### src/rtl/smt_pkg.sv
// ----------------------------------------------------------------------------
// smt_pkg
// Shared types, codes and helpers of the slot maximum tracker.
// ----------------------------------------------------------------------------
package smt_pkg;

  localparam int SLOTS_DEF = 512;

  localparam int VALUE_W  = 64;
  localparam int SLOT_W   = 9;
  localparam int LEN_W    = 24;
  localparam int FUNC_W   = 3;
  localparam int COUNT_W  = 10;
  localparam int UPD_W    = 32;
  localparam int TICK_W   = 16;
  localparam int CFG_W    = 24;
  localparam int CFG_IDX_W = 2;
  localparam int WORD_W   = VALUE_W + 1;  // persisted flag above best value

  localparam int IN_TDATA_W  = 104;
  localparam int OUT_TDATA_W = 56;

  localparam logic [FUNC_W-1:0] FUNC_UPDATE = 3'd0;
  localparam logic [FUNC_W-1:0] FUNC_PICK   = 3'd1;
  localparam logic [FUNC_W-1:0] FUNC_TICK   = 3'd2;
  localparam logic [FUNC_W-1:0] FUNC_LOAD   = 3'd3;
  localparam logic [FUNC_W-1:0] FUNC_DEACT  = 3'd4;

  localparam logic [CFG_IDX_W-1:0] REG_RETIRE_EN = 2'd0;
  localparam logic [CFG_IDX_W-1:0] REG_INTERVAL  = 2'd1;
  localparam logic [CFG_IDX_W-1:0] REG_MAX_LEN   = 2'd2;

  localparam logic [TICK_W-1:0]  INTERVAL_RST = 16'd20;
  localparam logic [LEN_W-1:0]   MAX_LEN_RST  = 24'd1048576;
  localparam logic [COUNT_W-1:0] COUNT_LIMIT  = 10'd1023;
  localparam logic [VALUE_W-1:0] ALL_ONES     = '1;

  typedef struct packed {
    logic [LEN_W-1:0]   input_length;
    logic [VALUE_W-1:0] observed_value;
    logic [SLOT_W-1:0]  slot_index;
    logic [FUNC_W-1:0]  func;
  } item_t;

  typedef struct packed {
    logic [UPD_W-1:0]   update_count;
    logic [COUNT_W-1:0] active_count;
    logic               retired;
    logic               improved;
    logic               schedule_now;
    logic               picked_valid;
    logic [SLOT_W-1:0]  picked_slot;
  } result_t;

  typedef struct packed {
    logic                 we;
    logic [CFG_IDX_W-1:0] idx;
    logic [CFG_W-1:0]     data;
  } cfg_wr_t;

  function automatic logic [COUNT_W-1:0] cnt_inc(input logic [COUNT_W-1:0] c);
    cnt_inc = (c < COUNT_LIMIT) ? c + 10'd1 : c;
  endfunction

  function automatic logic [COUNT_W-1:0] cnt_dec(input logic [COUNT_W-1:0] c);
    cnt_dec = (c != '0) ? c - 10'd1 : c;
  endfunction

endpackage

### src/rtl/smt_core.sv
// ----------------------------------------------------------------------------
// smt_core
// Sequencer: clearing pass, read-modify-write of one slot, round-robin scan,
// tick counter and the configuration registers.
// ----------------------------------------------------------------------------
module smt_core #(
  parameter int SLOTS = smt_pkg::SLOTS_DEF
) (
  input  logic                  clk_i,
  input  logic                  rst_ni,
  input  smt_pkg::cfg_wr_t      cfg_i,
  input  logic                  in_valid_i,
  output logic                  in_ready_o,
  input  smt_pkg::item_t        item_i,
  output logic                  res_valid_o,
  input  logic                  res_ready_i,
  output smt_pkg::result_t      res_o,
  output logic                  mem_we_o,
  output logic [$clog2(SLOTS)-1:0] mem_waddr_o,
  output logic [smt_pkg::WORD_W-1:0] mem_wdata_o,
  output logic                  mem_re_o,
  output logic [$clog2(SLOTS)-1:0] mem_raddr_o,
  input  logic [smt_pkg::WORD_W-1:0] mem_rdata_i
);

  localparam int SW = $clog2(SLOTS);
  localparam logic [SW-1:0] LAST_SLOT = SW'(SLOTS - 1);

  localparam logic [2:0] ST_CLEAR = 3'd0;
  localparam logic [2:0] ST_IDLE  = 3'd1;
  localparam logic [2:0] ST_RMW   = 3'd2;
  localparam logic [2:0] ST_SCAN  = 3'd3;
  localparam logic [2:0] ST_DONE  = 3'd4;

  logic [2:0] state_q, state_d;

  logic [smt_pkg::FUNC_W-1:0]  func_q, func_d;
  logic [smt_pkg::VALUE_W-1:0] obs_q, obs_d;
  logic [smt_pkg::LEN_W-1:0]   len_q, len_d;

  logic [SW-1:0]                addr_q, addr_d;
  logic [SW-1:0]                scan_cnt_q, scan_cnt_d;
  logic [SW-1:0]                next_slot_q, next_slot_d;
  logic [smt_pkg::COUNT_W-1:0]  entry_cnt_q, entry_cnt_d;
  logic [smt_pkg::TICK_W-1:0]   tick_q, tick_d;
  logic [smt_pkg::UPD_W-1:0]    impr_cnt_q, impr_cnt_d;

  logic                         retire_en_q, retire_en_d;
  logic [smt_pkg::TICK_W-1:0]   interval_q, interval_d;
  logic [smt_pkg::LEN_W-1:0]    max_len_q, max_len_d;

  logic [smt_pkg::SLOT_W-1:0]   pslot_q, pslot_d;
  logic                         pvalid_q, pvalid_d;
  logic                         sched_q, sched_d;
  logic                         improved_q, improved_d;
  logic                         retired_q, retired_d;

  logic [smt_pkg::VALUE_W-1:0]  best;
  logic                         pers;
  logic                         len_ok;
  logic                         in_range;
  logic                         accept;
  logic                         match;
  logic [SW-1:0]                addr_nx;
  logic [smt_pkg::TICK_W-1:0]   tick_inc;
  logic [smt_pkg::COUNT_W-1:0]  cnt_mid;

  assign best     = mem_rdata_i[smt_pkg::VALUE_W-1:0];
  assign pers     = mem_rdata_i[smt_pkg::VALUE_W];
  assign len_ok   = (len_q != '0) && (len_q <= max_len_q);
  assign in_range = 32'(item_i.slot_index) < SLOTS;
  assign accept   = in_valid_i && in_ready_o;
  assign match    = (best != '0) && (!retire_en_q || best != smt_pkg::ALL_ONES);
  assign addr_nx  = (addr_q == LAST_SLOT) ? '0 : addr_q + SW'(1);
  assign tick_inc = tick_q + 16'd1;
  assign cnt_mid  = (best != '0) ? smt_pkg::cnt_dec(entry_cnt_q) : entry_cnt_q;

  assign in_ready_o  = (state_q == ST_IDLE);
  assign res_valid_o = (state_q == ST_DONE);

  always_comb begin
    res_o.picked_slot  = pslot_q;
    res_o.picked_valid = pvalid_q;
    res_o.schedule_now = sched_q;
    res_o.improved     = improved_q;
    res_o.retired      = retired_q;
    res_o.active_count = entry_cnt_q;
    res_o.update_count = impr_cnt_q;
  end

  // configuration registers
  always_comb begin
    retire_en_d = retire_en_q;
    interval_d  = interval_q;
    max_len_d   = max_len_q;
    if (cfg_i.we) begin
      case (cfg_i.idx)
        smt_pkg::REG_RETIRE_EN: retire_en_d = cfg_i.data[0];
        smt_pkg::REG_INTERVAL:  interval_d  = cfg_i.data[smt_pkg::TICK_W-1:0];
        smt_pkg::REG_MAX_LEN:   max_len_d   = cfg_i.data;
        default: ;
      endcase
    end
  end

  always_comb begin
    state_d     = state_q;
    func_d      = func_q;
    obs_d       = obs_q;
    len_d       = len_q;
    addr_d      = addr_q;
    scan_cnt_d  = scan_cnt_q;
    next_slot_d = next_slot_q;
    entry_cnt_d = entry_cnt_q;
    tick_d      = tick_q;
    impr_cnt_d  = impr_cnt_q;
    pslot_d     = pslot_q;
    pvalid_d    = pvalid_q;
    sched_d     = sched_q;
    improved_d  = improved_q;
    retired_d   = retired_q;
    mem_we_o    = 1'b0;
    mem_waddr_o = addr_q;
    mem_wdata_o = '0;
    mem_re_o    = 1'b0;
    mem_raddr_o = addr_q;

    case (state_q)
      ST_CLEAR: begin
        mem_we_o = 1'b1;
        addr_d   = addr_nx;
        if (addr_q == LAST_SLOT) begin
          state_d = ST_IDLE;
        end
      end

      ST_IDLE: begin
        if (accept) begin
          func_d     = item_i.func;
          obs_d      = item_i.observed_value;
          len_d      = item_i.input_length;
          pslot_d    = '0;
          pvalid_d   = 1'b0;
          sched_d    = 1'b0;
          improved_d = 1'b0;
          retired_d  = 1'b0;
          state_d    = ST_DONE;
          case (item_i.func)
            smt_pkg::FUNC_UPDATE, smt_pkg::FUNC_LOAD, smt_pkg::FUNC_DEACT: begin
              if (in_range) begin
                mem_re_o    = 1'b1;
                mem_raddr_o = SW'(item_i.slot_index);
                addr_d      = SW'(item_i.slot_index);
                state_d     = ST_RMW;
              end
            end
            smt_pkg::FUNC_PICK: begin
              if (entry_cnt_q != '0) begin
                mem_re_o    = 1'b1;
                mem_raddr_o = next_slot_q;
                addr_d      = next_slot_q;
                scan_cnt_d  = '0;
                state_d     = ST_SCAN;
              end
            end
            smt_pkg::FUNC_TICK: begin
              if (entry_cnt_q == '0) begin
                tick_d = '0;
              end else if (tick_inc >= interval_q) begin
                tick_d  = '0;
                sched_d = 1'b1;
              end else begin
                tick_d = tick_inc;
              end
            end
            default: ;
          endcase
        end
      end

      ST_RMW: begin
        state_d = ST_DONE;
        case (func_q)
          smt_pkg::FUNC_UPDATE: begin
            if (pers) begin
              if (obs_q > best) begin
                mem_we_o    = 1'b1;
                mem_wdata_o = {1'b1, obs_q};
              end
            end else if (retire_en_q && best == smt_pkg::ALL_ONES) begin
              // retired slot stays as it is
            end else if (retire_en_q && obs_q == smt_pkg::ALL_ONES) begin
              mem_we_o    = 1'b1;
              mem_wdata_o = {1'b0, smt_pkg::ALL_ONES};
              entry_cnt_d = cnt_mid;
              impr_cnt_d  = impr_cnt_q + 32'd1;
              retired_d   = 1'b1;
            end else if (obs_q > best && len_ok) begin
              mem_we_o    = 1'b1;
              mem_wdata_o = {1'b0, obs_q};
              if (best == '0) begin
                entry_cnt_d = smt_pkg::cnt_inc(entry_cnt_q);
              end
              impr_cnt_d  = impr_cnt_q + 32'd1;
              improved_d  = 1'b1;
            end
          end
          smt_pkg::FUNC_LOAD: begin
            mem_we_o    = 1'b1;
            mem_wdata_o = {len_ok, 63'd0, len_ok};
            entry_cnt_d = len_ok ? smt_pkg::cnt_inc(cnt_mid) : cnt_mid;
          end
          smt_pkg::FUNC_DEACT: begin
            if (best != '0) begin
              mem_we_o    = 1'b1;
              mem_wdata_o = '0;
              entry_cnt_d = cnt_mid;
            end
          end
          default: ;
        endcase
      end

      ST_SCAN: begin
        if (match) begin
          mem_we_o    = 1'b1;
          mem_wdata_o = {1'b0, best};
          next_slot_d = addr_nx;
          pslot_d     = smt_pkg::SLOT_W'(addr_q);
          pvalid_d    = 1'b1;
          state_d     = ST_DONE;
        end else if (scan_cnt_q == LAST_SLOT) begin
          state_d = ST_DONE;
        end else begin
          mem_re_o    = 1'b1;
          mem_raddr_o = addr_nx;
          addr_d      = addr_nx;
          scan_cnt_d  = scan_cnt_q + SW'(1);
        end
      end

      ST_DONE: begin
        if (res_ready_i) begin
          state_d = ST_IDLE;
        end
      end

      default: state_d = ST_IDLE;
    endcase
  end

  always_ff @(posedge clk_i or negedge rst_ni) begin
    if (!rst_ni) begin
      state_q     <= ST_CLEAR;
      addr_q      <= '0;
      scan_cnt_q  <= '0;
      next_slot_q <= '0;
      entry_cnt_q <= '0;
      tick_q      <= '0;
      impr_cnt_q  <= '0;
      retire_en_q <= 1'b0;
      interval_q  <= smt_pkg::INTERVAL_RST;
      max_len_q   <= smt_pkg::MAX_LEN_RST;
    end else begin
      state_q     <= state_d;
      addr_q      <= addr_d;
      scan_cnt_q  <= scan_cnt_d;
      next_slot_q <= next_slot_d;
      entry_cnt_q <= entry_cnt_d;
      tick_q      <= tick_d;
      impr_cnt_q  <= impr_cnt_d;
      retire_en_q <= retire_en_d;
      interval_q  <= interval_d;
      max_len_q   <= max_len_d;
    end
  end

  always_ff @(posedge clk_i) begin
    func_q     <= func_d;
    obs_q      <= obs_d;
    len_q      <= len_d;
    pslot_q    <= pslot_d;
    pvalid_q   <= pvalid_d;
    sched_q    <= sched_d;
    improved_q <= improved_d;
    retired_q  <= retired_d;
  end

endmodule

### config.mk
export PLATFORM = sky130hd
export DESIGN_NAME = smt_core
export DESIGN_NICKNAME = d
export VERILOG_FILES = /design/src/rtl/smt_pkg.sv /design/src/rtl/smt_core.sv
export SDC_FILE = /design/constraint.sdc
export NUM_CORES = 1
export LEC_CHECK = 0
export BUFFER_PORTS_ARGS = -buffer_cell sky130_fd_sc_hd__buf_2
export CORE_MARGIN = 4
export CORE_UTILIZATION = 42
export DETAILED_ROUTE_END_ITERATION = 10
export GPL_TIMING_DRIVEN = 1
export PLACE_DENSITY = 0.69
export SLEW_MARGIN = 20
export SYNTH_ARGS = -nofsm -noshare
export SYNTH_HDL_FRONTEND = slang
export SYNTH_SLANG_ARGS = --single-unit
### constraint.sdc
create_clock -name clk_i -period 6.05 [get_ports clk_i]
set_input_delay 0.605 -clock clk_i [delete_from_list [all_inputs] [get_ports clk_i]]
set_output_delay 0.605 -clock clk_i [all_outputs]
set_load 0.01 [all_outputs]
==> impl_metrics.prom <==
# TYPE chip_impl_metric gauge
chip_impl_metric{name="leakage_component_of_the_power",unit="nW"} 8.22
chip_impl_metric{name="clock-sinks",unit=""} 233
chip_impl_metric{name="global_route.usage.met2",unit="%"} 37.6
chip_impl_metric{name="fin_crit",unit="ns"} 4.88
chip_impl_metric{name="drc",unit=""} 0
chip_impl_info{name="start_kind",value="flop"} 1
chip_impl_metric{name="powerDensity",unit="nW/um^2"} 342
chip_impl_metric{name="final_max_slew_viol_count",unit=""} 0
chip_impl_metric{name="drt_first_pass_iters",unit=""} 5
chip_impl_metric{name="place.detailed.instances",unit=""} 2173
chip_impl_metric{name="grt_pass1_wl",unit="um"} 72300
chip_impl_metric{name="critical_path_arrival",unit="ns"} 4.27
chip_impl_metric{name="total_via_count_in_the_routed_design",unit=""} 13000
chip_impl_metric{name="starting_drt_drc_count",unit=""} 1074
chip_impl_info{name="status",value="finished, final reports clean"} 1
chip_impl_metric{name="totalNegativeSetupSlack",unit="ns"} 0
chip_impl_metric{name="cts_buffers",unit=""} 27
chip_impl_info{name="holdCritPathClass",value="in -> async"} 1
chip_impl_metric{name="detailedPlace.worstSlack",unit="ns"} 1.63
chip_impl_metric{name="timing.critical_path.required",unit="ns"} 5.44
chip_impl_metric{name="final-setup-viol-count",unit=""} 0
chip_impl_metric{name="timing_worst_slew_pin_value",unit="ns"} 0.989
chip_impl_metric{name="die_width",unit="um"} 194
chip_impl_metric{name="ys_seq_area_share",unit="%"} 43.6
chip_impl_metric{name="max-vdd-ir-drop",unit="V"} 0.000281
chip_impl_metric{name="ctsHoldBuffers",unit=""} 0
chip_impl_metric{name="max_cap_viol_count",unit=""} 0
chip_impl_metric{name="grt_use_met3",unit="%"} 5.28
chip_impl_metric{name="num_io_pins",unit=""} 338
chip_impl_info{name="cts_root_buffer",value="clkbuf_16"} 1
chip_impl_metric{name="number_of_enable_flip_flop_cells_after_synthesis",unit=""} 104
chip_impl_info{name="worstSetupEndpointType",value="output pin"} 1
chip_impl_metric{name="fin_ws",unit="ns"} 1.17
chip_impl_metric{name="post_synth_inst_count",unit=""} 1437
chip_impl_metric{name="finished_layout_cells",unit=""} 2228
chip_impl_info{name="rsz0062_at_grt",value="false"} 1
chip_impl_metric{name="fin_total_pwr",unit="mW"} 6.04
chip_impl_metric{name="critical_path.max_fanout",unit=""} 64
chip_impl_metric{name="grt_antenna_before_repair",unit=""} 8
chip_impl_metric{name="timing.slew.headroom",unit="%"} 34.1
chip_impl_metric{name="cts_resized",unit=""} 0
chip_impl_info{name="dominantRegCellSynth",value="dfrtp_1"} 1
chip_impl_metric{name="synthesis.nets",unit=""} 1746
chip_impl_metric{name="detail_routed_net_length_per_standard_cell",unit="um"} 20.9
chip_impl_metric{name="placed_wire_length_estimate_after_detailed_placement",unit="um"} 35300
chip_impl_metric{name="layout-drive-gt1-share",unit="%"} 26.9
chip_impl_info{name="worst-setup-path-type",value="reg -> out"} 1
chip_impl_metric{name="nNetsFinal",unit=""} 2063
chip_impl_metric{name="final.period_utilization",unit="%"} 80.6
chip_impl_metric{name="wirelength",unit="um"} 46500
chip_impl_metric{name="synth-async-reset-ratio",unit="%"} 55.4
chip_impl_metric{name="design.die.area",unit="um^2"} 37700
chip_impl_metric{name="yosys_warnings",unit=""} 0
chip_impl_metric{name="synthesis.area",unit="um^2"} 14600
chip_impl_metric{name="max_freq",unit="MHz"} 205
chip_impl_metric{name="postRouteAntennaNets",unit=""} 0
chip_impl_metric{name="hold_viol_final",unit=""} 0
chip_impl_metric{name="cts-htree-levels",unit=""} 1
chip_impl_metric{name="maximum_number_of_pins_on_one_net_before_global_route_repair",unit=""} 76
chip_impl_metric{name="die_height",unit="um"} 194
chip_impl_metric{name="worst_skew_pair.late_latency",unit="ns"} 0.56
chip_impl_metric{name="starting_density_of_the_core",unit="%"} 43.0
chip_impl_metric{name="postCtsSetupBuffers",unit=""} 0
chip_impl_metric{name="synthToLayoutAreaGrowth",unit="%"} 21.1
chip_impl_info{name="grt_most_used_layer",value="met2"} 1
chip_impl_metric{name="globalRouteMet1Util",unit="%"} 32.5
chip_impl_metric{name="route.detailed.vias_per_inst",unit=""} 5.83
chip_impl_metric{name="post_synth.cell_area_avg",unit="um^2"} 10.1
chip_impl_info{name="clock_tree_from_tritoncts",value="built"} 1
chip_impl_metric{name="synth-seq-cells",unit=""} 233
chip_impl_metric{name="clockBufferDepth",unit=""} 3
chip_impl_metric{name="floorplan.core_area",unit="um^2"} 33900
chip_impl_metric{name="groute.usage.overall",unit="%"} 23.5
chip_impl_metric{name="worst_setup_hold_path_clk_slew",unit="ns"} 0.06
chip_impl_metric{name="worst_clock_skew",unit="ns"} 0.0172
chip_impl_metric{name="placement_rows",unit=""} 67
chip_impl_metric{name="portBuffers",unit=""} 337
chip_impl_metric{name="globalRoute.totalOverflow",unit=""} 0
chip_impl_metric{name="grt_pass1_vias",unit=""} 12700
chip_impl_metric{name="synth.lib_cells_used.distinct",unit=""} 85
chip_impl_metric{name="place_congestion",unit=""} 0.929
[cell type report]
type                       count  area [um^2]
fill                        3120        16200
multi-input combinational   1021         7520
sequential                   233         6350
timing repair buffer         351         1800
clock buffer                  41          830
tap                          448          561
inverter                     120          453
clock inverter                 9          113
antenna                        5         12.5
[synthesized netlist by cell type, types with 4 or more instances]
| master | count | area share, % |
|---|---|---|
| a211oi_1 | 7 | 0.36 |
| a21o_1 | 31 | 1.6 |
| a21oi_1 | 63 | 2.2 |
| a221oi_1 | 11 | 0.66 |
| a22o_1 | 78 | 4.7 |
| a31oi_1 | 5 | 0.21 |
| and2_1 | 13 | 0.56 |
| and3_1 | 28 | 1.2 |
| and4_1 | 4 | 0.24 |
| buf_1 | 8 | 0.21 |
| buf_4 | 6 | 0.31 |
| clkbuf_1 | 45 | 1.2 |
| dfrtp_1 | 126 | 22 |
| edfxtp_1 | 104 | 21 |
| ha_1 | 113 | 9.7 |
| inv_1 | 119 | 3.1 |
| mux2_2 | 52 | 4.0 |
| mux2i_1 | 7 | 0.48 |
| nand2_1 | 89 | 2.3 |
| nand2b_1 | 9 | 0.39 |
| nand3_1 | 60 | 2.1 |
| nand3b_1 | 5 | 0.26 |
| nand4_1 | 74 | 3.2 |
| nor2_1 | 76 | 2.0 |
| nor2b_1 | 10 | 0.43 |
| nor3_1 | 21 | 0.72 |
| nor4_1 | 36 | 1.5 |
| o211ai_1 | 4 | 0.21 |
| o21a_1 | 4 | 0.21 |
| o21ai_0 | 51 | 1.8 |
| o21ai_1 | 7 | 0.24 |
| o221ai_1 | 4 | 0.24 |
| o31ai_1 | 5 | 0.26 |
| o32ai_1 | 5 | 0.30 |
| or3_1 | 13 | 0.56 |
| or4_1 | 4 | 0.21 |
| xnor2_1 | 46 | 2.8 |
| xor2_1 | 18 | 1.1 |
[cell usage in the layout (no fill, tap or decap), drive strengths merged, types with 18 or more instances in the layout]
cell / instances
dfrtp: 126
nor3: 21
nand4: 74
o21ai: 58
buf: 351
nand2: 89
a21oi: 64
clkbuf: 41
xor2: 18
inv: 123
mux2: 52
nor4: 41
a21o: 31
nand3: 61
a22o: 78
ha: 113
edfxtp: 104
nor2: 77
xnor2: 47
and3: 28
[metal layers]
metal  part of all wire, %  vias to the layer above  routed length [um]
met4                   2.6                        6                1210
met3                   8.5                       83                3970
met5                 0.062                        -                  29
met1                    42                     6333               19800
met2                    46                      535               21500
li1                      -                     6023                   -
[critical path, cell delays in order (launching register included)]
cell	delay [ns]
dfstp_2	0.52
inv_1	0.05
ha_1	0.27
nand4_1	0.17
nor4_2	0.42
and3_1	0.21
a31o_2	0.17
nand2_1	0.28
o21bai_1	0.23
nand3_1	0.15
a21oi_4	0.17
buf_4	0.60
a22o_1	0.27
buf_2	0.15
[kinds of logic after synthesis]
group	synth area share, %
xor+xnor	3.96
fa+ha+maj	9.71
compound gates	15.4
simple gates	17.6
flops	43.6
buf+inv	4.99
mux	4.69
[registers in the layout, indices dropped and copies added, names as in the netlist]
register	cells
mem_waddr_o	9
impr_cnt_q	32
state_q	3
interval_q	16
obs_q	64
retired_q	1
entry_cnt_q	10
max_len_q	24
len_q	24
pvalid_q	1
sched_q	1
retire_en_q	1
scan_cnt_q	9
tick_q	16
pslot_q	9
next_slot_q	9
func_q	3
improved_q	1
[per-stage QoR]
step           hold slack, ns  cell area [um^2]  util [%]
6_report               0.0152             17600      52.1
5_1_grt                0.0418             17600      52.1
4_1_cts                0.0109             17600      52.0
3_5_place_dp            0.463             16700      49.2
3_3_place_gp            0.456             16700      49.2
2_1_floorplan           0.309             14600         -
[where the power goes]
part	internal, mW	switching (mW)
clock	1.03	0.670
combinational	0.797	1.15
sequential	2.03	0.363
total	3.86	2.18
[path summary, 6_finish.rpt]
kind | from | endpoint | slack, ns | cells past startpoint
setup / recovery | max_len_q[20]$_DFFE_PN1P_ | mem_wdata_o[61] | 1.17 | 13
hold / removal | rst_ni | tick_q[12]$_DFFE_PN0P_ | 0.02 | 1
setup reg to reg | entry_cnt_q[3]$_DFFE_PN0P_ | entry_cnt_q[0]$_DFFE_PN0P_ | 1.66 | 13
hold reg to reg | impr_cnt_q[31]$_DFFE_PN0P_ | impr_cnt_q[31]$_DFFE_PN0P_ | 0.47 | 1
max in group asynchronous | rst_ni | tick_q[2]$_DFFE_PN0P_ | 4.64 | 2
min in group clk_i | item_i[33] | obs_q[21]$_DFFE_PP_ | 0.21 | 1
No activity file was read; power rests on OpenSTA's default activity.
